[config.mk]
export PLATFORM = sky130hd
export DESIGN_NAME = tsu_cfg
export DESIGN_NICKNAME = d
export VERILOG_FILES = /design/src/sv/topk_sparse_sgd_update_defines.svh /design/src/sv/tsu_pkg.sv /design/src/sv/tsu_cfg.sv
export SDC_FILE = /design/constraint.sdc
export NUM_CORES = 1
export LEC_CHECK = 0
export BUFFER_PORTS_ARGS = -buffer_cell sky130_fd_sc_hd__buf_2
export CAP_MARGIN = 20
export CELL_PAD_IN_SITES_DETAIL_PLACEMENT = 0
export CELL_PAD_IN_SITES_GLOBAL_PLACEMENT = 2
export CORE_AREA = 2 2 83 85
export DETAILED_ROUTE_END_ITERATION = 8
export DIE_AREA = 0 0 85 87
export PLACE_DENSITY = 0.81
export SYNTH_ARGS = -nofsm -noshare
export SYNTH_HDL_FRONTEND = slang
export SYNTH_SLANG_ARGS = --single-unit
[constraint.sdc]
create_clock -name clk -period 1.2 [get_ports clk]
set_input_delay 0.06 -clock clk [delete_from_list [all_inputs] [get_ports clk]]
set_output_delay 0.06 -clock clk [all_outputs]
set_load 0.02 [all_outputs]
[src/sv/topk_sparse_sgd_update_defines.svh]
// assertion macros for the top-k sgd block
`ifndef TOPK_SPARSE_SGD_UPDATE_DEFINES_SVH
`define TOPK_SPARSE_SGD_UPDATE_DEFINES_SVH

// implication checked on every rising clock edge outside reset
`define TSU_ASSERT_IMP(label, ante, cons, msg) \
    label: assert property (@(posedge clk) disable iff (!rst_n) (ante) |-> (cons)) \
        else $error(msg);

// implication whose consequent is checked in the cycle after the antecedent
`define TSU_ASSERT_NEXT(label, ante, cons, msg) \
    label: assert property (@(posedge clk) disable iff (!rst_n) (ante) |=> (cons)) \
        else $error(msg);

`endif

[src/sv/tsu_pkg.sv]
package tsu_pkg;

    localparam int MAX_ELEMS_DEF = 64;
    localparam logic [15:0] LEARN_RATE_RST = 16'd655;
    localparam logic [15:0] KEEP_RATIO_RST = 16'd655;

    localparam logic [1:0] REG_LEARN_RATE = 2'd0;
    localparam logic [1:0] REG_COMPRESS   = 2'd1;
    localparam logic [1:0] REG_KEEP_RATIO = 2'd2;

    typedef enum logic [2:0] {
        ST_LOAD,
        ST_KCALC,
        ST_SEARCH,
        ST_EMIT
    } state_t;

    typedef struct packed {
        logic [15:0] learn_rate;
        logic        compress_enable;
        logic [15:0] keep_ratio;
    } cfg_t;

    function automatic logic [32:0] mag33(input logic [31:0] v);
        logic [32:0] s;
        s = {v[31], v};
        return v[31] ? (33'd0 - s) : s;
    endfunction

endpackage

[src/sv/tsu_cfg.sv]
module tsu_cfg
(
    input  logic                clk,
    input  logic                rst_n,
    input  logic                psel,
    input  logic                penable,
    input  logic                pwrite,
    input  logic [3:0]          paddr,
    input  logic [31:0]         pwdata,
    output logic [31:0]         prdata,
    output logic                pready,
    output tsu_pkg::cfg_t       cfg
);

    logic [15:0] learn_rate_reg;
    logic        compress_reg;
    logic [15:0] keep_ratio_reg;
    logic        wr_en;

    assign wr_en  = psel && penable && pwrite;
    assign pready = 1'b1;

    always_ff @(posedge clk or negedge rst_n)
    begin
        if (!rst_n)
        begin
            learn_rate_reg <= tsu_pkg::LEARN_RATE_RST;
            compress_reg   <= 1'b0;
            keep_ratio_reg <= tsu_pkg::KEEP_RATIO_RST;
        end
        else if (wr_en)
        begin
            case (paddr[3:2])
                tsu_pkg::REG_LEARN_RATE: learn_rate_reg <= pwdata[15:0];
                tsu_pkg::REG_COMPRESS:   compress_reg   <= pwdata[0];
                tsu_pkg::REG_KEEP_RATIO: keep_ratio_reg <= pwdata[15:0];
                default: ;
            endcase
        end
    end

    always_comb
    begin
        case (paddr[3:2])
            tsu_pkg::REG_LEARN_RATE: prdata = {16'd0, learn_rate_reg};
            tsu_pkg::REG_COMPRESS:   prdata = {31'd0, compress_reg};
            tsu_pkg::REG_KEEP_RATIO: prdata = {16'd0, keep_ratio_reg};
            default:                 prdata = 32'd0;
        endcase
    end

    assign cfg.learn_rate      = learn_rate_reg;
    assign cfg.compress_enable = compress_reg;
    assign cfg.keep_ratio      = keep_ratio_reg;

endmodule

Word-level counts from Yosys, hierarchy flattened
Index checks and enable logic that the tools add are counted.
{"block": "op_classes", "n_eq_ne": 2, "n_mux": 1, "n_reduce_logical": 6}
{"operator": "case mux 16 bit (3 select lines)", "n": 1}
{"operator": "AND reduction 2 bit", "n": 3}
{"operator": "equality test 2 x 1 -> 1 bit, second input constant", "n": 1}
{"operator": "equality test 2 bit, second input constant", "n": 1}
{"operator": "logical AND 1 bit", "n": 2}
{"operator": "logical NOT 2 bit", "n": 1}
{"block": "word_totals", "reg_bits": 33, "input_bits": 41, "out_inout_bits": 66, "wordCells": 12}

Longest topological paths before layout
Gate-level depths: netlist (run 1).
{"block": "depth", "ltp_word": 3, "ltp_mapped": 5, "ltp_nobuf": 3}

Worst setup path after synthesis (run 1)
OpenSTA, ideal clock, no wires.
{"block": "synth_timing", "kind": "input-to-reg", "startpoint": "input paddr[2]", "endpoint": "register learn_rate_reg[12]", "setup_ns": 0.125, "arrival_ns": 1.121, "required_ns": 1.075, "setup_slack_ns": -0.046, "stages": 4, "n_path_buf": 2, "cell_sequence": "clkbuf_1 nor3_4 buf_4 mux2_2"}
{"block": "synth_via", "elab_chain_len": 2}
{"element": "from (decl)", "line": "tsu_cfg.sv:8", "rtl": "input logic [3:0] paddr,"}
{"element": "logical NOT 2 bit", "line": "tsu_cfg.sv:33", "rtl": "case (paddr[3:2])"}
{"element": "AND reduction 2 bit (no source line)"}
{"element": "to (signal assigned)", "line": "tsu_cfg.sv:27", "rtl": "learn_rate_reg <= tsu_pkg::LEARN_RATE_RST;"}
{"element": "to (signal assigned)", "line": "tsu_cfg.sv:34", "rtl": "tsu_pkg::REG_LEARN_RATE: learn_rate_reg <= pwdata[15:0];"}
{"element": "to (decl)", "line": "tsu_cfg.sv:15", "rtl": "logic [15:0] learn_rate_reg;"}
Every way passes these cells.
A chain may end at the register's enable or synchronous reset.

Worst setup path in the final report (run 1)
{"block": "layout_timing", "startpoint": "register keep_ratio_reg[2]", "endpoint": "output prdata[2]"}
{"block": "layout_via", "elab_chain_len": 1}
{"element": "from (decl)", "line": "tsu_cfg.sv:17", "rtl": "logic [15:0] keep_ratio_reg;"}
{"element": "from (signal assigned)", "line": "tsu_cfg.sv:29", "rtl": "keep_ratio_reg <= tsu_pkg::KEEP_RATIO_RST;"}
{"element": "from (signal assigned)", "line": "tsu_cfg.sv:36", "rtl": "tsu_pkg::REG_KEEP_RATIO: keep_ratio_reg <= pwdata[15:0];"}
{"element": "case mux 16 bit (3 select lines)", "line": "tsu_cfg.sv:44", "rtl": "case (paddr[3:2])"}
{"element": "to (decl)", "line": "tsu_cfg.sv:10", "rtl": "output logic [31:0] prdata,"}
Every way passes these cells.

==> results of run 1 <==
how the worst max path moves through the flow:
stage	startpoint	to	slack [ns]	cells past startpoint
after floorplan	pwrite	keep_ratio_reg[10]$_DFFE_PN0P_	-0.01	5
after global placement	pwrite	learn_rate_reg[5]$_DFFE_PN0P_	-0.06	6
after detailed placement	pwrite	keep_ratio_reg[14]$_DFFE_PN0P_	-0.08	5
after CTS	learn_rate_reg[2]$_DFFE_PN1P_	prdata[2]	-0.06	3
after global routing	keep_ratio_reg[2]$_DFFE_PN1P_	prdata[2]	-0.07	3
final	keep_ratio_reg[2]$_DFFE_PN1P_	prdata[2]	0.001	3
layout by cell type (no fill, tap or decap):
cell	n
buf_12	2
buf_2	64
buf_4	22
clkbuf_1	2
clkbuf_8	6
conb_1	17
dfrtp_1	21
dfstp_2	12
dlygate4sd3_1	1
mux2_2	23
mux2_4	10
mux2i_1	16
nand3_4	1
nand3b_1	1
nor2_1	15
nor3_4	1
nor3b_1	1
o21ai_1	1
or3b_1	1
synthesized netlist by cell type, drive strengths merged:
library cell and count:
nand3 1, buf 23, or3b 1, o21ai 1, nor3 1, nor3b 1
dfrtp 21, clkbuf 2, dfstp 12, conb 2, nor2 15, nand3b 1
mux2 33, mux2i 16
report_power, final:
part	total, mW	leakage, nW	internal [mW]	switching, mW
combinational	1.50	0.792	0.666	0.829
sequential	1.62	0.383	1.44	0.181
clock	0.838	0.0455	0.467	0.371
timing repair:
| item | 4_1_cts | 5_1_grt |
|---|---|---|
| setup buffers | 4 | 2 |
| endpoints found under the hold margin | 10 | 0 |
| cloned | 0 | 0 |
| hold buffers | 1 | 0 |
| gates resized for setup | 6 | 1 |
| endpoints found under the setup margin | 6 | 7 |
| pin swaps | 1 | 1 |
cell type report:
cell class,count,area [um2]
multi-input combinational,87,752
timing repair buffer,89,536
tap,80,100
clock buffer,8,90.1
sequential,33,841
fill,694,4250
layer usage:
layer  global-route usage  up-vias
met2                0.168       51
li1                     -      576
met5                    0        -
met1                0.139      613
met4               0.0476        0
met3               0.0303        2
worst max-delay path: stages (launching register included):
cell and delay [ns]:
dfstp_2 0.53, mux2i_1 0.07, nor2_1 0.11, buf_4 0.15
per-stage QoR:
| step | worst slack [ns] | util |
|---|---|---|
| 2_1_floorplan | -0.0102 | - |
| 3_3_place_gp | -0.0646 | 0.328 |
| 3_5_place_dp | -0.0770 | 0.328 |
| 4_1_cts | -0.0591 | 0.350 |
| 5_1_grt | -0.0730 | 0.353 |
| 6_report | 0.00118 | 0.353 |
cells by family (layout without fill, tap and decap cells):
family,Yosys count,count (layout)
AOI/OAI and AO/OA,1,1
DFF,33,33
buffers and inverters,25,97
other,2,17
and+or+nand+nor,20,20
muxes,49,49
==> run metrics, run 1 <==
final weighted congestion of routability-driven global placement=roughly 0.69; overall die area=about 7400 um2; register-to-register setup slack=roughly 0.33 ns; LEAKAGE=about 1.2 nW; final critical path time including I/O delays and setup=between 1 and 1.5 ns; pwr/cell area=1710 nW/um2; status=finished clean; fraction of final layout cells with drive strength greater than 1=0.650; cell area reported after detailed placement=between 2000 and 2500 um2; Final ANT Viol Nets=0; endpoint of the lowest-slack register-to-register path=keep_ratio_reg[11]$_DFFE_PN0P_; vertical die dimension=~87 um; adder-cell share of the synthesized area=0; maximum number of pins on one net before global-route repair=18; multiplexer area fraction after synthesis=0.331; Max Fanout on Critical Path=2; level count of the clock H-tree=2; sum of overflow across all layers after global routing=0; synthesis-stage register bit count=33; post-route cell area=around 2300 um2; setup repair after global routing missed its margin=yes; Post-Layout Cell Count=around 300; number of maximum-capacitance constraint violations=0; Antenna Diode Count=0; number of antenna violations at the first check in global routing=0; path type of the worst setup path=flip-flop to primary output; Synth Area in XOR/XNOR=0; clock tree from TritonCTS=yes; overall routing resource usage=0.107; mean instance size in the synthesized netlist=about 13 um2; post-DP HPWL=about 3000 um; violation count after the first detailed-routing iteration=28; number of failing hold endpoints at the final stage=0; wire length per cell=~13 um; count of buffers inserted at the top-level ports=71; Worst R2R Start=keep_ratio_reg[11]$_DFFE_PN0P_; synth warn=0; met1 wire length=~1700 um; Post-Synth Simple-Gate Area=0.0618; dominant cells by area after synthesis=dfrtp_1 (31%), dfstp_2 (18%), mux2_2 (15%); count of different cell masters after synthesis=18; mapped cell area=~1700 um2; Sink Count=33; count of cells along the worst hold path=2; post-synthesis sequential area ratio=0.489; buffer levels on the longest clock path=2; required time of the critical path=about 1.1 ns; number of instances in the placed design=between 200 and 300; ratio of routed vias to standard cells=approximately 4.2; Achievable Freq=between 800 and 900 MHz; met3 layer wire length in the routed design=247 um; worst min-delay path category=input pin to flip-flop; number of buffers created by CTS=5; detailed-routed wire length on met2=around 1900 um; aggregate negative setup slack=0 ns; Synth top area share=0.305; via total after detailed routing=between 1000 and 1500; Layout Nets=about 260; Syn Inst Count=between 100 and 150; final number of max-transition violations=0; number of global-route vias before repair=approximately 1200; DRT Pass-1 Iters=3; clock slew at reported path FFs=0.06 ns; largest voltage drop on the vdd net=~550 uV; Pwr Total=3.96 mW; library cell occupying the most area in the post-synthesis netlist=dfrtp_1; endpoint class of the critical path=primary output; Core ar.=roughly 6600 um2; relative area change from synthesis to final layout=34.8%; arrival time at the worst endpoint=1.14 ns; area fraction in compound gates after synthesis=0.00291; number of placement rows=30; master cell of the clock root buffer=clkbuf_8; worst r2r path cells=2; Die Wd=roughly 85 um; Top Layer Used=met4; dominant combinational cell family by area after synthesis=multiplexers; minimum hold slack=~0.022 ns; starting density of the core=0.262; number of I/O pins=approximately 110; Worst Hold End=keep_ratio_reg[6]$_DFFE_PN0P_; final worst clock skew=0 ns; final clock period utilization by the worst path=0.999; total routed wirelength=3920 um; Worst-Skew Late Latency=approximately 0.27 ns; kind of start point of the critical path=flip-flop; origin of the worst min-delay path=pwdata[6]; Remaining DRCs=0; final setup vio count=0; global-route wire length before repair=just over 6000 um
Note: power is estimated with default switching activity, not from simulation.
==> inputs of run 2 (changes only) <==
--- a/config.mk
+++ b/config.mk
@@ -9,10 +9,10 @@
 export CAP_MARGIN = 20
 export CELL_PAD_IN_SITES_DETAIL_PLACEMENT = 0
 export CELL_PAD_IN_SITES_GLOBAL_PLACEMENT = 2
-export CORE_AREA = 2 2 83 85
+export CORE_AREA = 2 2 86 88
 export DETAILED_ROUTE_END_ITERATION = 8
-export DIE_AREA = 0 0 85 87
-export PLACE_DENSITY = 0.81
+export DIE_AREA = 0 0 88 90
+export PLACE_DENSITY = 0.76
 export SYNTH_ARGS = -nofsm -noshare
 export SYNTH_HDL_FRONTEND = slang
 export SYNTH_SLANG_ARGS = --single-unit
==> constraint.sdc (replaced) <==
create_clock -name clk -period 1.31 [get_ports clk]
set_input_delay 0.0655 -clock clk [delete_from_list [all_inputs] [get_ports clk]]
set_output_delay 0.0655 -clock clk [all_outputs]
set_load 0.02 [all_outputs]
==> run 2 against run 1 <==
Against the previous run: cell area down 2.4%; die area grew 7.1%; power down 12%; sequential share of layout area is 0.90 points higher; combinational power down 15%; largest power group unchanged; highest routed layer unchanged; flip-flop and latch count did not move; hold slack gained 0.0056 ns.
==> run metrics, run 2 (synthesis results as in run 1) <==
status=finished clean; Core ar.=approximately 7000 um2; Switching Fraction=0.361; utilization after layout=0.322; master cell of the clock root buffer=clkbuf_8; maximum number of pins on one net before global-route repair=18; clock tree from TritonCTS=yes; buffer levels on the longest clock path=2; level count of the clock H-tree=2; LEAKAGE=~1.2 nW; switching power total=1.27 mW; Pwr Total=about 3.5 mW; arrival time at the worst endpoint=1.16 ns; Remaining DRCs=0; sequential standard cell area=around 840 um2; share of total power in the clock network=0.207; vertical die dimension=approximately 90 um; sum of overflow across all layers after global routing=0; sequential group share of total power=0.427; commonest non-fill, non-tap cell in the layout=buf_2; total routed wirelength=just under 4000 um; pwr/cell area=approximately 1500 nW/um2; Max Fanout on Critical Path=3; Achievable Freq=~820 MHz; final number of max-transition violations=0; clock slew at reported path FFs=~0.07 ns; Antenna Diode Count=0; required time of the critical path=about 1.2 ns; relative area change from synthesis to final layout=31.5%; kind of start point of the critical path=flip-flop; cell area reported after detailed placement=2160 um2; global-route wire length before repair=roughly 6200 um; number of I/O pins=~110; worst min-delay path category=input pin to flip-flop; path type of the worst setup path=flip-flop to primary output; leading cell types in the layout, fill and taps excluded=buf_2 (69), mux2_2 (23), dfrtp_1 (21), conb_1 (17), mux2i_1 (16); number of instances in the placed design=300; fraction of final layout cells with drive strength greater than 1=0.643; Fill cells=739; area of the multi-input gates=744 um2; post-route cell area=2260 um2; number of global-route vias before repair=approximately 1200; number of maximum-capacitance constraint violations=0; final weighted congestion of routability-driven global placement=between 0.6 and 0.7; DRT Pass-1 Iters=3; combinational power share=0.366; ratio of routed vias to standard cells=3.90; Final ANT Viol Nets=0; number of buffers created by CTS=5; post-DP HPWL=2950 um; Layout Nets=250; final critical path time including I/O delays and setup=between 1 and 1.5 ns; number of antenna violations at the first check in global routing=0; overall routing resource usage=0.102; final clock period utilization by the worst path=0.936; count of cells along the worst hold path=2; wire length per cell=between 10 and 15 um; Worst-Skew Late Latency=around 0.28 ns; post-placement worst setup slack=a little under 0.05 ns; via total after detailed routing=approximately 1200; largest voltage drop on the vdd net=about 540 uV; number of placement rows=31; Sink Count=33; Power Internal=~2.2 mW; Die Wd=around 88 um; number of failing hold endpoints at the final stage=0; worst r2r path cells=1; final setup vio count=0; endpoint class of the critical path=primary output; starting density of the core=0.245; Post-Layout Cell Count=309; overall die area=7920 um2; post-route worst setup slack=about 0.084 ns; setup repair after global routing missed its margin=yes; count of buffers inserted at the top-level ports=71; final worst clock skew=0 ns; violation count after the first detailed-routing iteration=44
[run 2: cell types whose count changed in the layout (fill, tap and decap cells not counted)]
cell      before  now
clkbuf_8       6    5
nand3_4        1    0
buf_2         64   69
clkbuf_1       2    1
nand3_2        0    1
buf_4         22   10
clkinv_2       0    2
[run 2: path summary, 6_finish.rpt]
check | startpoint | to | slack, ns
worst min-delay path | pwdata[6] | keep_ratio_reg[6]$_DFFE_PN0P_ | 0.03
worst max-delay path | learn_rate_reg[0]$_DFFE_PN1P_ | prdata[0] | 0.08
worst max register to register | keep_ratio_reg[11]$_DFFE_PN0P_ | keep_ratio_reg[11]$_DFFE_PN0P_ | 0.53
max in group asynchronous | rst_n | learn_rate_reg[0]$_DFFE_PN1P_ | 0.54
worst min register to register | learn_rate_reg[4]$_DFFE_PN0P_ | learn_rate_reg[4]$_DFFE_PN0P_ | 0.53
min in group asynchronous | rst_n | keep_ratio_reg[15]$_DFFE_PN0P_ | 0.25
[run 2: through the flow]
stage | setup TNS [ns] | hold slack, ns
after CTS | 0 | 0.0153
after global placement | 0 | 0.0198
final | 0 | 0.0277
after floorplan | 0 | -0.230
after detailed placement | 0 | 0.0351
after global routing | -0.00141 | 0.0167
[run 2: area by class of cell]
cell class	count	share of cell area
Sequential cell	33	0.372
Multi-Input combinational cell	87	0.329
Timing Repair Buffer	82	0.208
Tap cell	99	0.0548
Clock buffer	6	0.0321
Clock inverter	2	0.00442
[run 2: critical path: stages (launching register included)]
cell and delay, ns:
dfstp_2 0.54, mux2i_1 0.07, o21ai_1 0.10, buf_2 0.17
[run 2: timing repair]
action	in CTS	in global routing
buffers inserted	0	0
hold buffers	1	0
resized for setup	0	3
endpoints found under the setup margin	0	3
hold endpoints to repair	6	0
[run 2: metal layers]
layer  GRT usage  vias to the layer above  part of all wire
met5           0                        -                 0
met4      0.0385                        0             0.016
met3      0.0275                        5             0.071
met2       0.155                       48              0.47
met1       0.138                      589              0.45
li1            -                      564                 -
[run 2: power by group through the flow]
stage,Sequential [mW],Clock [mW],Combinational (mW)
final,1.50,0.723,1.28
after global routing,1.54,0.819,1.38
after floorplan,1.79,0,0.597
after global placement,1.51,0,1.28
after detailed placement,1.52,0,1.29
after CTS,1.50,0.772,1.30
==> inputs of run 3 (changes only) <==
--- a/config.mk
+++ b/config.mk
@@ -13,6 +13,7 @@
 export DETAILED_ROUTE_END_ITERATION = 8
 export DIE_AREA = 0 0 88 90
 export PLACE_DENSITY = 0.76
+export REMOVE_ABC_BUFFERS = 1
 export SYNTH_ARGS = -nofsm -noshare
 export SYNTH_HDL_FRONTEND = slang
 export SYNTH_SLANG_ARGS = --single-unit
==> run 3 against run 2 <==
Against the previous run: sequential share of layout area up 0.19 points; wire length down 1.6%; via count increased by 1.4%; cell count down 1.3%; core utilization down 0.16 points; critical endpoint unchanged; largest cell class unchanged.
==> run metrics, run 3 (synthesis results as in run 1) <==
utilization after layout=0.321; sequential standard cell area=approximately 840 um2; kind of start point of the critical path=flip-flop; path type of the worst setup path=flip-flop to primary output; number of failing hold endpoints at the final stage=0; vertical die dimension=90 um; master cell of the clock root buffer=clkbuf_8; number of maximum-capacitance constraint violations=0; area of the multi-input gates=744 um2; Final ANT Viol Nets=0; global-route wire length before repair=slightly above 6000 um; pwr/cell area=roughly 1600 nW/um2; sum of overflow across all layers after global routing=0; Max Fanout on Critical Path=3; total routed wirelength=3800 um; required time of the critical path=roughly 1.2 ns; maximum number of pins on one net before global-route repair=19; count of cells along the worst hold path=2; number of buffers created by CTS=5; post-DP HPWL=about 2700 um; final number of max-transition violations=0; wire length per cell=12.5 um; Antenna Diode Count=0; number of antenna violations at the first check in global routing=0; clock slew at reported path FFs=about 0.06 ns; arrival time at the worst endpoint=between 1 and 1.5 ns; number of buffers added for setup after CTS=0; Achievable Freq=~820 MHz; commonest non-fill, non-tap cell in the layout=buf_2; number of I/O pins=107; overall routing resource usage=0.0995; largest voltage drop on the vdd net=515 uV; level count of the clock H-tree=2; final setup vio count=0; Sink Count=33; worst min-delay path category=input pin to flip-flop; Fill cells=732; Core ar.=7020 um2; number of placement rows=31; endpoint class of the critical path=primary output; Die Wd=88 um; number of global-route vias before repair=1155; relative area change from synthesis to final layout=30.8%; ratio of routed vias to standard cells=4.01; Remaining DRCs=0; count of buffers inserted at the top-level ports=71; starting density of the core=0.245; final worst clock skew=0 ns; LEAKAGE=1.17 nW; leading cell types in the layout, fill and taps excluded=buf_2 (71), mux2_2 (23), dfrtp_1 (21), conb_1 (17), mux2i_1 (16); overall die area=roughly 8000 um2; worst r2r path cells=1; status=finished clean; clock tree from TritonCTS=yes; setup repair after global routing missed its margin=no; fraction of final layout cells with drive strength greater than 1=0.636; DRT Pass-1 Iters=4; final clock period utilization by the worst path=0.934; final critical path time including I/O delays and setup=approximately 1.2 ns; Layout Nets=between 200 and 250; buffer levels on the longest clock path=2; Pwr Total=between 3 and 4 mW; Worst-Skew Late Latency=approximately 0.28 ns; via total after detailed routing=about 1200; violation count after the first detailed-routing iteration=11; final weighted congestion of routability-driven global placement=0.632
## run 3: changes by cell type in the layout (fill, tap and decap cells not counted)
cell | before | now
buf_12 | 2 | 3
buf_2 | 69 | 71
buf_4 | 10 | 4
clkbuf_8 | 5 | 6
clkinv_2 | 2 | 0
## run 3: area by class of cell
| type | instances | area share |
|---|---|---|
| sequential | 33 | 0.374 |
| multi-input combinational | 87 | 0.331 |
| timing repair buffer | 79 | 0.202 |
| tap | 99 | 0.0550 |
| clock buffer | 7 | 0.0384 |
## run 3: worst paths after layout
check	end	slack (ns)	from
max	prdata[0]	0.09	learn_rate_reg[0]$_DFFE_PN1P_
min	keep_ratio_reg[9]$_DFFE_PN1P_	0.03	pwdata[9]
max reg2reg	compress_reg$_DFFE_PN0P_	0.53	compress_reg$_DFFE_PN0P_
min reg2reg	learn_rate_reg[15]$_DFFE_PN0P_	0.53	learn_rate_reg[15]$_DFFE_PN0P_
max in group asynchronous	keep_ratio_reg[2]$_DFFE_PN1P_	0.55	rst_n
min in group asynchronous	learn_rate_reg[12]$_DFFE_PN0P_	0.25	rst_n
## run 3: power by group
| group | switching (mW) | total (mW) | internal, mW |
|---|---|---|---|
| clock network | 0.344 | 0.760 | 0.416 |
| logic | 0.731 | 1.27 | 0.536 |
| registers | 0.173 | 1.50 | 1.32 |
## run 3: critical path, cell delays in order (launching register included)
cell and delay (ns):
dfstp_2 0.54, mux2i_1 0.06, o21ai_1 0.11, buf_2 0.17
## run 3: per-layer routing
metal  wire length, um  global-route usage
met2              1840               0.158
met3               278              0.0331
met5                 0                   0
met4                54              0.0308
met1              1630               0.126
## run 3: metrics by stage
step	hold WS, ns	worst slack [ns]	instances	cell area [um2]	TNS (ns)
floorplan	-0.230	-0.0160	120	1590	-0.128
global placement	0.0219	0.0625	297	2150	0
detailed placement	0.0235	0.0648	297	2150	0
CTS	0.0164	0.0309	305	2250	0
global route	0.0117	0.00614	305	2250	0
finish	0.0293	0.0870	305	2250	0
## run 3: what timing repair did
action / CTS / global route
setup endpoints to repair: 0 / 1
resized for setup: 0 / 1
hold endpoints to repair: 13 / 0
hold buffers: 1 / 0
