File: config.mk
export PLATFORM = sky130hd
export DESIGN_NAME = tsu_update
export DESIGN_NICKNAME = d
export VERILOG_FILES = /design/src/sv/topk_sparse_sgd_update_defines.svh /design/src/sv/tsu_update.sv
export SDC_FILE = /design/constraint.sdc
export NUM_CORES = 1
export LEC_CHECK = 0
export BUFFER_PORTS_ARGS = -buffer_cell sky130_fd_sc_hd__buf_4
export CORE_MARGIN = 10
export CORE_UTILIZATION = 45
export CTS_CLUSTER_DIAMETER = 50
export DETAILED_ROUTE_END_ITERATION = 12
export SLEW_MARGIN = 20
export SYNTH_ARGS = -nofsm -noshare
export SYNTH_HDL_FRONTEND = slang
export SYNTH_SLANG_ARGS = --single-unit
File: constraint.sdc
create_clock -name clk -period 7.8 [get_ports clk]
set_clock_uncertainty 0.05 [all_clocks]
set_input_delay 1.56 -clock clk [delete_from_list [all_inputs] [get_ports clk]]
set_output_delay 1.56 -clock clk [all_outputs]
set_load 0.1 [all_outputs]
File: src/sv/topk_sparse_sgd_update_defines.svh
// assertion macros for the top-k sgd block
`ifndef TOPK_SPARSE_SGD_UPDATE_DEFINES_SVH
`define TOPK_SPARSE_SGD_UPDATE_DEFINES_SVH

// implication checked on every rising clock edge outside reset
`define TSU_ASSERT_IMP(label, ante, cons, msg) \
    label: assert property (@(posedge clk) disable iff (!rst_n) (ante) |-> (cons)) \
        else $error(msg);

// implication whose consequent is checked in the cycle after the antecedent
`define TSU_ASSERT_NEXT(label, ante, cons, msg) \
    label: assert property (@(posedge clk) disable iff (!rst_n) (ante) |=> (cons)) \
        else $error(msg);

`endif

File: src/sv/tsu_update.sv
module tsu_update
(
    input  logic        clk,
    input  logic        en,
    input  logic [15:0] learn_rate,
    input  logic [31:0] param_in,
    input  logic [31:0] grad_in,
    input  logic        keep_in,
    output logic [31:0] result
);

    logic signed [48:0] prod_reg;
    logic signed [48:0] prod_next;
    logic signed [31:0] param_reg;
    logic signed [33:0] diff;
    logic signed [32:0] q;

    always_comb
    begin
        prod_next = keep_in ? ($signed({1'b0, learn_rate}) * $signed(grad_in)) : 49'sd0;
    end

    always_ff @(posedge clk)
    begin
        if (en)
        begin
            prod_reg  <= prod_next;
            param_reg <= param_in;
        end
    end

    // arithmetic shift floors toward minus infinity
    assign q    = prod_reg[48:16];
    assign diff = 34'(param_reg) - 34'(q);

    always_comb
    begin
        if (diff > 34'sd2147483647)
            result = 32'h7fffffff;
        else if (diff < -34'sd2147483648)
            result = 32'h80000000;
        else
            result = diff[31:0];
    end

endmodule

# Word-level counts from Yosys, hierarchy flattened
# Cells that the tools add are included.
# totals
reg_bits	81
in_bits	83
output_inout_bits	32
elab_cells	8
# op_classes
n_addsub	1
multipliers	1
magnitude_cmp	2
mux	2
# ops
operator	count
$mux W32	2
$mul A17 B32 Y49	1
$gt A34 B32 Y1 const B	1
$lt A34 B32 Y1 const B	1
$sub A32 B33 Y34	1

# Logic depth before layout (Yosys ltp)
# Gate-level depths: netlist (run 1).
# logic_depth
ltp_word	4
depth_mapped	25
ltp_nobuf	24

# Least setup slack after synthesis (run 1)
# No wires, ideal clock.
# synth_timing
kind	input -> register
startpoint	input port grad_in[31]
endpoint	register prod_reg[46] (data pin)
setup_time_ns	0.266
arrival_time_ns	7.051
t_required_ns	7.484
setup_slack_ns	0.433
path_stages	22
n_path_buf	2
path_cell_list	clkbuf_1 -> nand2_1 -> fa_1 -> fa_1 -> inv_1 -> fa_1 -> fa_1 -> fa_1 -> inv_1 -> fa_1 -> inv_1 -> ha_1 -> clkbuf_1 -> a21o_1 -> a21o_1 -> a211oi_1 -> and3b_1 -> nor2b_1 -> o31ai_1 -> o31ai_1 -> xor2_1 -> nor2_1
# synth_via
elab_chain_cells	1
# synth_lines
item	line_no	text
start: declaration	tsu_update.sv:7	input logic [31:0] grad_in,
$mul A17 B32 Y49	tsu_update.sv:20	prod_next = keep_in ? ($signed({1'b0, learn_rate}) * $signed(grad_in)) : 49'sd0;
end signal: assignment	tsu_update.sv:27	prod_reg <= prod_next;
end: declaration	tsu_update.sv:12	logic signed [48:0] prod_reg;
# Every way passes these cells.
# A chain may end at the register's enable or synchronous reset.

# Worst setup path in the final report (run 1)
# layout_timing
startpoint	input port learn_rate[3]
endpoint	register prod_reg[47] (data pin)
# layout_via
elab_chain_cells	1
# layout_lines
item	line_no	text
start: declaration	tsu_update.sv:5	input logic [15:0] learn_rate,
$mul A17 B32 Y49	tsu_update.sv:20	
# Every way passes these cells.

==> results of run 1 <==
-- through the flow --
stage	std cells	worst slack, ns
floorplan	2408	0.433
detailed placement	3159	-0.139
finish	3175	0.237
CTS	3175	0.189
global placement	3159	-0.00788
global route	3175	0.00449
-- worst min-delay path by stage --
stage | cells after the start | slack [ns] | endpoint
floorplan | 0 | 1.61 | param_reg[0]
global placement | 1 | 1.69 | param_reg[22]
detailed placement | 1 | 1.69 | param_reg[7]
CTS | 1 | 1.34 | param_reg[3]
global route | 1 | 1.33 | param_reg[4]
finish | 1 | 1.35 | param_reg[1]
-- metal layers --
metal / global-route usage (%) / routed length, um / vias to the layer above
li1: - / - / 7458
met2: 37.3 / 29100 / 504
met3: 3.66 / 3760 / 96
met4: 4.68 / 1310 / 2
met5: 0 / 10 / -
met1: 28.2 / 25300 / 8416
-- layout make-up --
cell class | count | area, um2 | area share (%)
Clock buffer | 9 | 225 | 0.924
Clock inverter | 7 | 78.8 | 0.324
Inverter | 609 | 2290 | 9.38
Multi-Input combinational cell | 1637 | 17200 | 70.6
Sequential cell | 65 | 1950 | 8.01
Tap cell | 615 | 769 | 3.16
Timing Repair Buffer | 233 | 1860 | 7.64
-- cell usage in the layout (no fill, tap or decap), types with 5 or more instances in the layout --
cell,Yosys,final
sky130_fd_sc_hd__nand3_1,17,17
sky130_fd_sc_hd__nor2b_1,14,14
sky130_fd_sc_hd__a21o_1,39,39
sky130_fd_sc_hd__inv_1,609,609
sky130_fd_sc_hd__o21ai_2,13,13
sky130_fd_sc_hd__edfxtp_1,65,65
sky130_fd_sc_hd__nor3_1,8,8
sky130_fd_sc_hd__o21bai_1,7,7
sky130_fd_sc_hd__a221oi_1,6,6
sky130_fd_sc_hd__nor2_1,58,58
sky130_fd_sc_hd__a31oi_1,8,8
sky130_fd_sc_hd__o21ai_0,47,47
sky130_fd_sc_hd__fa_1,488,488
sky130_fd_sc_hd__nand2_1,321,321
sky130_fd_sc_hd__and3_1,7,7
sky130_fd_sc_hd__buf_4,1,224
sky130_fd_sc_hd__o31ai_1,8,7
sky130_fd_sc_hd__nand2b_1,6,6
sky130_fd_sc_hd__xnor2_1,31,31
sky130_fd_sc_hd__o21ai_1,9,9
sky130_fd_sc_hd__nand4_1,11,11
sky130_fd_sc_hd__o21a_1,6,5
sky130_fd_sc_hd__a21oi_1,65,65
sky130_fd_sc_hd__and2_1,231,231
sky130_fd_sc_hd__xor2_1,33,33
sky130_fd_sc_hd__clkbuf_16,0,9
sky130_fd_sc_hd__buf_12,0,9
sky130_fd_sc_hd__a211oi_1,6,5
sky130_fd_sc_hd__ha_1,148,148
-- critical path, delay by kind of cell --
family / cells / cell delay (ns)
compound gates: 6 / 1.30
mux: 1 / 0.22
simple gates: 3 / 0.46
buf+inv: 6 / 0.72
fa+ha+maj: 7 / 3.41
-- cell families after synthesis --
kind of cell	Yosys count
mux	1
fa+ha+maj	636
buf+inv	706
xor+xnor	64
simple gates	696
compound gates	240
flops	65
==> results.md, run 1 <==
| Quantity | Value | Unit |
|---|---|---|
| Critical path peak fanout | 13 | - |
| Sort of element at the start of the critical path | primary input | - |
| Gr ovfl total | 0 | - |
| Max stage delay on crit path | 0.55 | ns |
| Die Y-Extent | 240 | um |
| Share of the synthesized area in the top cell type | 44.8 | % |
| Last element of the critical path | prod_reg[47] | - |
| Worst Hold Margin | 1.35 | ns |
| Synth cell count leaders | 609 x sky130_fd_sc_hd__inv_1, 488 x sky130_fd_sc_hd__fa_1, 321 x sky130_fd_sc_hd__nand2_1 | - |
| Clock slew seen by the registers of the worst setup and hold paths | 0.07 | ns |
| Die area | 57,700 | um2 |
| Number of max-slew violations in the final report | 0 | - |
| Endpoint type of the worst setup path | register | - |
| Number of enable-type register cells in the synthesized netlist | 65 | - |
| Total routing usage reported by global routing | 21.7 | % |
| Maximum clock frequency | 132 | MHz |
| Share of the synthesized netlist area taken by xor and xnor gates | 2.57 | % |
| Post-layout instance area | 24,400 | um2 |
| Number of global-route vias before repair | 18,600 | - |
| Root Buffer | sky130_fd_sc_hd__clkbuf_16 | - |
| H-tree level count | 3 | - |
| Least-Margin Pin Slew | 0.869 | ns |
| Share of final-layout standard cells stronger than drive strength 1 | 10.8 | % |
| Worst Hold Launch | param_in[1] | - |
| Area fraction in compound gates after synthesis | 7.18 | % |
| Final setup vio count | 0 | - |
| Crit Path Class | in -> reg | - |
| Final Util | 50.9 | % |
| # Post-CTS Setup Buffers | 0 | - |
| Number of buffers added by the clock tree synthesis step | 9 | - |
| Flip-flop count of the largest register after layout | 33 | - |
| Final Net Count | 3,274 | - |
| Cell Area, Placed | 24,000 | um2 |
| Data arrival time of the worst path | 7.69 | ns |
| Number of port buffers | 114 | - |
| Number of vias per cell | 5.19 | - |
| Distinct cells, synth | 62 | - |
| Unrepaired setup endpoints after global routing | no | - |
| Number of routed nets with antenna violations | 0 | - |
| Highest-delay cell along the critical path | sky130_fd_sc_hd__fa_1 | - |
| Result of the run | finished clean | - |
| Worst Path Required | 7.93 | ns |
| Most area-hungry cell type in the Yosys netlist | sky130_fd_sc_hd__fa_1 | - |
| Number of DRC markers in iteration 0 | 883 | - |
| Adder and majority cell fraction of the synthesized area | 53.3 | % |
| Crit share post-route | 97.0 | % |
| Largest family of logic cells by synthesized area | adder cells | - |
| Gate Count Post-Synth | 2,408 | - |
| Critical Path Most Common Cell | sky130_fd_sc_hd__fa_1 | - |
| Synthesized net count | 3,127 | - |
| I/O Pins | 115 | - |
| Number of diodes | 0 | - |
| Wire length reported by the detailed router | 59,500 | um |
| Slew margin rel. | 42.1 | % |
| Post-synthesis share of cell area spent on and, or, nand and nor gates | 15.7 | % |
| Hold Crit Class | in -> reg | - |
| Clock Sink Count | 65 | - |
| Detailed-placement wirelength estimate | 50,000 | um |
| Critical path launch point | learn_rate[3] | - |
| Total negative setup slack | 0 | ns |
| Number of antenna violations at the first check in global routing | 2 | - |
| Maximum clock path buffer count | 2 | - |
| DRC violation count after routing | 0 | - |
| Critical path, cell by cell | buf_4 > buf_4 > nand2_1 > fa_1 > fa_1 > fa_1 > inv_1 > fa_1 > fa_1 > inv_1 > fa_1 > inv_1 > ha_1 > a21oi_1 > o21ai_0 > a221oi_1 > o21a_2 > buf_4 > o211a_1 > nor2_1 > or2_2 > a21oi_1 > mux2i_1 | - |
| Clock tree from TritonCTS | done | - |
| Most frequently used flop master after synthesis | sky130_fd_sc_hd__edfxtp_1 | - |
| Share of flip-flops with an asynchronous set or reset | 0 | % |
| Average size of a mapped cell | 9.06 | um2 |
| Post-CTS Hold Buffers | 0 | - |
| Post-cts sizing count | 0 | - |
| Total count of hold-check failures in the final report | 0 | - |
| Cell area after technology mapping | 21,800 | um2 |
| Area growth syn-to-layout | 11.7 | % |
| Router iterations before antenna repair | 5 | - |
| Register bit total from synthesis | 65 | - |
| Ys Warns | 0 | - |
| Post-route minimum period | 7.56 | ns |
| Multiplexer fraction of the synthesized cell area | 0.0459 | % |
| Post-detailed-route wirelength per cell | 18.7 | um |
| Final GP Congestion | 0.906 | - |
| Number of fillers in the final layout | 4,529 | - |
| Core outline area | 47,800 | um2 |
| Top cells by area, synth | sky130_fd_sc_hd__fa_1 45%, sky130_fd_sc_hd__inv_1 10%, sky130_fd_sc_hd__edfxtp_1 8.9% | - |
| MaxCap Viol Count | 0 | - |
| Initial standard-cell utilization of the core | 45.6 | % |
| Die Width | 240 | um |
| Maximum number of pins on one net before global-route repair | 66 | - |
| Share of the yosys chip area belonging to registers | 8.95 | % |
| Standard-cell rows | 80 | - |
| Most common cell in the synthesized netlist | sky130_fd_sc_hd__inv_1 | - |
| Via total after detailed routing | 16,500 | - |
| Wire length of the first global-routing pass | 98,600 | um |
Power of run 1 is not shown: default switching activity piles up to over one toggle a cycle in this logic, so the estimate is an artifact.
==> run 2: changes to the inputs <==
--- a/config.mk
+++ b/config.mk
@@ -5,6 +5,7 @@
 export SDC_FILE = /design/constraint.sdc
 export NUM_CORES = 1
 export LEC_CHECK = 0
+export ABC_AREA = 1
 export BUFFER_PORTS_ARGS = -buffer_cell sky130_fd_sc_hd__buf_4
 export CORE_MARGIN = 10
 export CORE_UTILIZATION = 45
==> results.md, run 2 <==
| Quantity | Value | Unit |
|---|---|---|
| Result of the run | finished clean | - |
| Most common cell in the synthesized netlist | sky130_fd_sc_hd__inv_1 | - |
| Most frequently used flop master after synthesis | sky130_fd_sc_hd__edfxtp_1 | - |
| Clock tree from TritonCTS | done | - |
| Gr busiest metal | met2 | - |
| Clock slew seen by the registers of the worst setup and hold paths | 0.07 | ns |
| Share of flip-flops with an asynchronous set or reset | 0 | % |
| Unrepaired setup endpoints after global routing | no | - |
| Final GP Congestion | 0.974 | - |
| Crit share post-route | 92.2 | % |
| Critical Path Most Common Cell | sky130_fd_sc_hd__fa_1 | - |
| Met2 Usage GRT | 37.9 | % |
| Die area | 62,300 | um2 |
| # Post-CTS Setup Buffers | 0 | - |
| M1 GR Usage | 29.2 | % |
| Ys Warns | 0 | - |
| Register Area | 1950 | um2 |
| Final Net Count | 3,930 | - |
| CP top delay family | adder cells | - |
| Max stage delay on crit path | 0.56 | ns |
| Area of combinational cells with multiple inputs | 17,600 | um2 |
| Die Y-Extent | 250 | um |
| Router iterations before antenna repair | 5 | - |
| DRC violation count after routing | 0 | - |
| I/O Pins | 115 | - |
| Final non-filler cell total | 3,904 | - |
| Gr ovfl total | 0 | - |
| Gate Count Post-Synth | 3,198 | - |
| Number of enable-type register cells in the synthesized netlist | 65 | - |
| Worst Path Required | 7.86 | ns |
| Maximum number of pins on one net before global-route repair | 66 | - |
| Number of buffers added by the clock tree synthesis step | 9 | - |
| Via total after detailed routing | 19,300 | - |
| Core outline area | 52,400 | um2 |
| Crit Path Class | in -> reg | - |
| Post-CTS Hold Buffers | 0 | - |
| Synth cell count leaders | 963 x sky130_fd_sc_hd__inv_1, 895 x sky130_fd_sc_hd__nand2_1, 488 x sky130_fd_sc_hd__fa_1 | - |
| Number of DRC markers in iteration 0 | 1,273 | - |
| Top cells by area, synth | sky130_fd_sc_hd__fa_1 41%, sky130_fd_sc_hd__inv_1 15%, sky130_fd_sc_hd__nand2_1 14% | - |
| Final setup vio count | 0 | - |
| Most area-hungry cell type in the Yosys netlist | sky130_fd_sc_hd__fa_1 | - |
| Number of routed nets with antenna violations | 0 | - |
| Number of global-route vias before repair | 21,100 | - |
| Share of the synthesized area in the top cell type | 41.2 | % |
| Standard-cell rows | 84 | - |
| Wire length of the first global-routing pass | 111,000 | um |
| Synthesized net count | 3,917 | - |
| Wire length reported by the detailed router | 66,800 | um |
| Number of antenna violations at the first check in global routing | 1 | - |
| Maximum clock path buffer count | 2 | - |
| Number of diodes | 0 | - |
| Total routing usage reported by global routing | 21.9 | % |
| Met3 usage | 1.74 | % |
| Bufs and invs on worst path | 5 | - |
| Cell area after technology mapping | 23,700 | um2 |
| Final Util | 48.2 | % |
| Commonest non-fill, non-tap cell in the layout | sky130_fd_sc_hd__inv_1 | - |
| Post-route minimum period | 7.19 | ns |
| Hold Crit Class | in -> reg | - |
| Total count of hold-check failures in the final report | 0 | - |
| Placed instance count | 3,888 | - |
| Number of port buffers | 114 | - |
| Average size of a mapped cell | 7.42 | um2 |
| Distinct cells, synth | 37 | - |
| Number of fillers in the final layout | 5,294 | - |
| Root Buffer | sky130_fd_sc_hd__clkbuf_16 | - |
| Post-cts sizing count | 0 | - |
| Data arrival time of the worst path | 7.24 | ns |
| Worst Hold Margin | 1.35 | ns |
| Slew margin rel. | 40.0 | % |
| Number of max-slew violations in the final report | 0 | - |
| Area growth syn-to-layout | 6.52 | % |
| Detailed-placement wirelength estimate | 56,600 | um |
| Total negative setup slack | 0 | ns |
| Least-Margin Pin Slew | 0.900 | ns |
| Clock Sink Count | 65 | - |
| Maximum clock frequency | 139 | MHz |
| Share of the yosys chip area belonging to registers | 8.22 | % |
| Share of final-layout standard cells stronger than drive strength 1 | 5.13 | % |
| Sort of element at the start of the critical path | primary input | - |
| Die Width | 250 | um |
| Number of vias per cell | 4.93 | - |
| Flip-flop count of the largest register after layout | 33 | - |
| Critical path, cell by cell | buf_4 > nand2_1 > fa_1 > fa_1 > inv_1 > fa_1 > fa_1 > fa_1 > inv_1 > fa_1 > inv_1 > ha_1 > nand2_1 > nor2_1 > inv_1 > nor4_1 > nand3_1 > a21oi_1 > nor2_1 | - |
| Highest-delay cell along the critical path | sky130_fd_sc_hd__fa_1 | - |
| Initial standard-cell utilization of the core | 45.3 | % |
| Highest-count cells in the layout ignoring fill and taps | 963 x sky130_fd_sc_hd__inv_1, 895 x sky130_fd_sc_hd__nand2_1, 488 x sky130_fd_sc_hd__fa_1, 170 x sky130_fd_sc_hd__nor2_1, 148 x sky130_fd_sc_hd__ha_1 | - |
| Endpoint type of the worst setup path | register | - |
| Register bit total from synthesis | 65 | - |
| MaxCap Viol Count | 0 | - |
| Critical path peak fanout | 32 | - |
| Post-detailed-route wirelength per cell | 17.1 | um |
| H-tree level count | 3 | - |
run 2: cell types whose count changed after synthesis, moves of 12 or more:
cell / delta
sky130_fd_sc_hd__a21o_1: -29
sky130_fd_sc_hd__a21oi_1: +43
sky130_fd_sc_hd__and2_1: -228
sky130_fd_sc_hd__clkbuf_1: +22
sky130_fd_sc_hd__inv_1: +354
sky130_fd_sc_hd__nand2_1: +574
sky130_fd_sc_hd__nand3_1: +41
sky130_fd_sc_hd__nor2_1: +112
sky130_fd_sc_hd__nor2b_1: -14
sky130_fd_sc_hd__o21ai_2: -12
sky130_fd_sc_hd__xnor2_1: -17
sky130_fd_sc_hd__xor2_1: -15
run 2: path summary, 6_finish.rpt:
| kind | startpoint | to | cells after the start |
|---|---|---|---|
| worst min-delay path | param_in[26] | param_reg[26] | 1 |
| worst max-delay path | learn_rate[2] | prod_reg[48] | 19 |
run 2: cells by family after synthesis:
kind of cell / synth area share, %
xor gates and xnor gates: 1.18
DFF: 8.22
adders and majority gates: 49.0
buffers and inverters: 17.5
and+or+nand+nor: 19.5
AOI/OAI and AO/OA: 4.63
run 2: cell type report:
cell class / instances / share of cell area [%]
Sequential cell: 65 / 7.72
Tap cell: 688 / 3.40
Multi-Input combinational cell: 2043 / 69.7
Timing Repair Buffer: 123 / 3.65
Inverter: 969 / 14.4
Clock inverter: 7 / 0.203
Clock buffer: 9 / 0.891
run 2: stage by stage:
step                      worst slack (ns)  area, um2
after CTS                            0.630      25300
after global routing                 0.173      25300
after global placement               0.285      25000
after floorplan                      0.597      23700
final                                0.612      25300
after detailed placement             0.264      25000
run 2: routing by layer:
layer / part of all wire, % / wire length, um
met3: 4.3 / 2890
met2: 48 / 32300
met1: 45 / 30100
met4: 2.1 / 1420
met5: 0 / 0
Power of run 2 is left out for the same reason.
==> run 3: changes to the inputs <==
--- a/config.mk
+++ b/config.mk
@@ -8,9 +8,10 @@
 export ABC_AREA = 1
 export BUFFER_PORTS_ARGS = -buffer_cell sky130_fd_sc_hd__buf_4
 export CORE_MARGIN = 10
-export CORE_UTILIZATION = 45
+export CORE_UTILIZATION = 59
 export CTS_CLUSTER_DIAMETER = 50
 export DETAILED_ROUTE_END_ITERATION = 12
+export PLACE_DENSITY = 0.8
 export SLEW_MARGIN = 20
 export SYNTH_ARGS = -nofsm -noshare
 export SYNTH_HDL_FRONTEND = slang
==> results.md, run 3 (synthesis results as in run 2) <==
| Quantity | Value | Unit |
|---|---|---|
| Result of the run | finished clean | - |
| Flip-flop count of the largest register after layout | 33 | - |
| Router iterations before antenna repair | 6 | - |
| Number of port buffers | 114 | - |
| H-tree level count | 3 | - |
| Endpoint type of the worst setup path | register | - |
| Total count of hold-check failures in the final report | 0 | - |
| Area growth syn-to-layout | 5.86 | % |
| Register Area | 1950 | um2 |
| Least-Margin Pin Slew | 0.902 | ns |
| Initial standard-cell utilization of the core | 59.8 | % |
| Highest-count cells in the layout ignoring fill and taps | 963 x sky130_fd_sc_hd__inv_1, 895 x sky130_fd_sc_hd__nand2_1, 488 x sky130_fd_sc_hd__fa_1, 170 x sky130_fd_sc_hd__nor2_1, 148 x sky130_fd_sc_hd__ha_1 | - |
| Crit share post-route | 94.3 | % |
| Commonest non-fill, non-tap cell in the layout | sky130_fd_sc_hd__inv_1 | - |
| Number of max-slew violations in the final report | 0 | - |
| Core outline area | 39,700 | um2 |
| Post-layout instance area | 25,100 | um2 |
| Number of vias per cell | 5.25 | - |
| Area of combinational cells with multiple inputs | 17,600 | um2 |
| Cell Area, Placed | 24,800 | um2 |
| Root Buffer | sky130_fd_sc_hd__clkbuf_16 | - |
| Maximum number of pins on one net before global-route repair | 66 | - |
| Met3 usage | 2.50 | % |
| Met2 Usage GRT | 47.8 | % |
| Number of DRC markers in iteration 0 | 1,517 | - |
| Crit Path Class | in -> reg | - |
| Sort of element at the start of the critical path | primary input | - |
| Detailed-placement wirelength estimate | 53,800 | um |
| Slew margin rel. | 39.8 | % |
| Die area | 48,700 | um2 |
| Final setup vio count | 0 | - |
| Via total after detailed routing | 19,600 | - |
| Post-CTS Hold Buffers | 0 | - |
| Clock tree from TritonCTS | done | - |
| Post-detailed-route wirelength per cell | 16.9 | um |
| Unrepaired setup endpoints after global routing | no | - |
| Share of final-layout standard cells stronger than drive strength 1 | 5.01 | % |
| Die Width | 221 | um |
| Gr ovfl total | 0 | - |
| Total negative setup slack | 0 | ns |
| M1 GR Usage | 35.7 | % |
| Die Y-Extent | 221 | um |
| Total routing usage reported by global routing | 27.4 | % |
| Wire length of the first global-routing pass | 107,000 | um |
| Data arrival time of the worst path | 7.39 | ns |
| Number of cells on the worst hold path | 1 | - |
| Final Net Count | 3,927 | - |
| Wire length reported by the detailed router | 63,300 | um |
| # Post-CTS Setup Buffers | 0 | - |
| MaxCap Viol Count | 0 | - |
| Maximum clock frequency | 136 | MHz |
| DRC violation count after routing | 0 | - |
| Number of routed nets with antenna violations | 0 | - |
| Number of global-route vias before repair | 21,400 | - |
| Standard-cell rows | 73 | - |
| Clock Sink Count | 65 | - |
| Number of antenna violations at the first check in global routing | 0 | - |
| Post-route minimum period | 7.36 | ns |
| Critical path peak fanout | 32 | - |
| Gr busiest metal | met2 | - |
| Number of buffers added by the clock tree synthesis step | 9 | - |
| Clock slew seen by the registers of the worst setup and hold paths | 0.06 | ns |
| Hold Crit Class | in -> reg | - |
| Number of diodes | 0 | - |
| Post-cts sizing count | 0 | - |
| Maximum clock path buffer count | 2 | - |
| Final GP Congestion | 0.989 | - |
| I/O Pins | 115 | - |
| Worst Path Required | 7.83 | ns |
| Number of fillers in the final layout | 3,505 | - |
run 3: final timing paths:
path	end	slack, ns	start
worst min-delay path	param_reg[0]	1.35	param_in[0]
worst max-delay path	prod_reg[40]	0.44	learn_rate[3]
run 3: layer usage:
layer	routed length [um]	vias up	part of all wire (%)
li1	-	9096	-
met3	3640	154	5.7
met5	0	-	0
met1	26100	9657	41
met4	2030	0	3.2
met2	31600	731	50
run 3: cell type report:
type / instances / share of cell area [%]
multi-input cells: 2043 / 70.2
inverters: 969 / 14.5
flip-flops and latches: 65 / 7.77
repair buffers: 120 / 3.58
well taps: 525 / 2.61
clock buffers: 10 / 0.911
clock inverters: 6 / 0.458
run 3: per-stage QoR:
step / worst slack, ns / util (%) / hold slack, ns / cells
6_report: 0.444 / 63.2 / 1.35 / 3738
5_1_grt: 0.122 / 63.2 / 1.33 / 3738
3_3_place_gp: 0.231 / 62.4 / 1.69 / 3722
3_5_place_dp: 0.142 / 62.4 / 1.69 / 3722
4_1_cts: 0.505 / 63.2 / 1.34 / 3738
2_1_floorplan: 0.597 / - / 1.61 / 3198
run 3: worst max-delay path, cell delays in order:
cell	delay, ns
sky130_fd_sc_hd__buf_4	0.33
sky130_fd_sc_hd__nand2_1	0.18
sky130_fd_sc_hd__fa_1	0.76
sky130_fd_sc_hd__fa_1	0.49
sky130_fd_sc_hd__inv_1	0.29
sky130_fd_sc_hd__fa_1	0.51
sky130_fd_sc_hd__fa_1	0.51
sky130_fd_sc_hd__fa_1	0.49
sky130_fd_sc_hd__inv_1	0.05
sky130_fd_sc_hd__fa_1	0.47
sky130_fd_sc_hd__inv_1	0.04
sky130_fd_sc_hd__ha_1	0.35
sky130_fd_sc_hd__nand2_1	0.12
sky130_fd_sc_hd__nor2_1	0.20
sky130_fd_sc_hd__inv_1	0.09
sky130_fd_sc_hd__nor2_1	0.10
sky130_fd_sc_hd__inv_1	0.07
sky130_fd_sc_hd__nor2_1	0.22
sky130_fd_sc_hd__nand3_1	0.14
sky130_fd_sc_hd__nand3_1	0.19
sky130_fd_sc_hd__nand2_1	0.08
sky130_fd_sc_hd__nand2_1	0.06
sky130_fd_sc_hd__nor2_1	0.06
Power of run 3 is left out for the same reason.
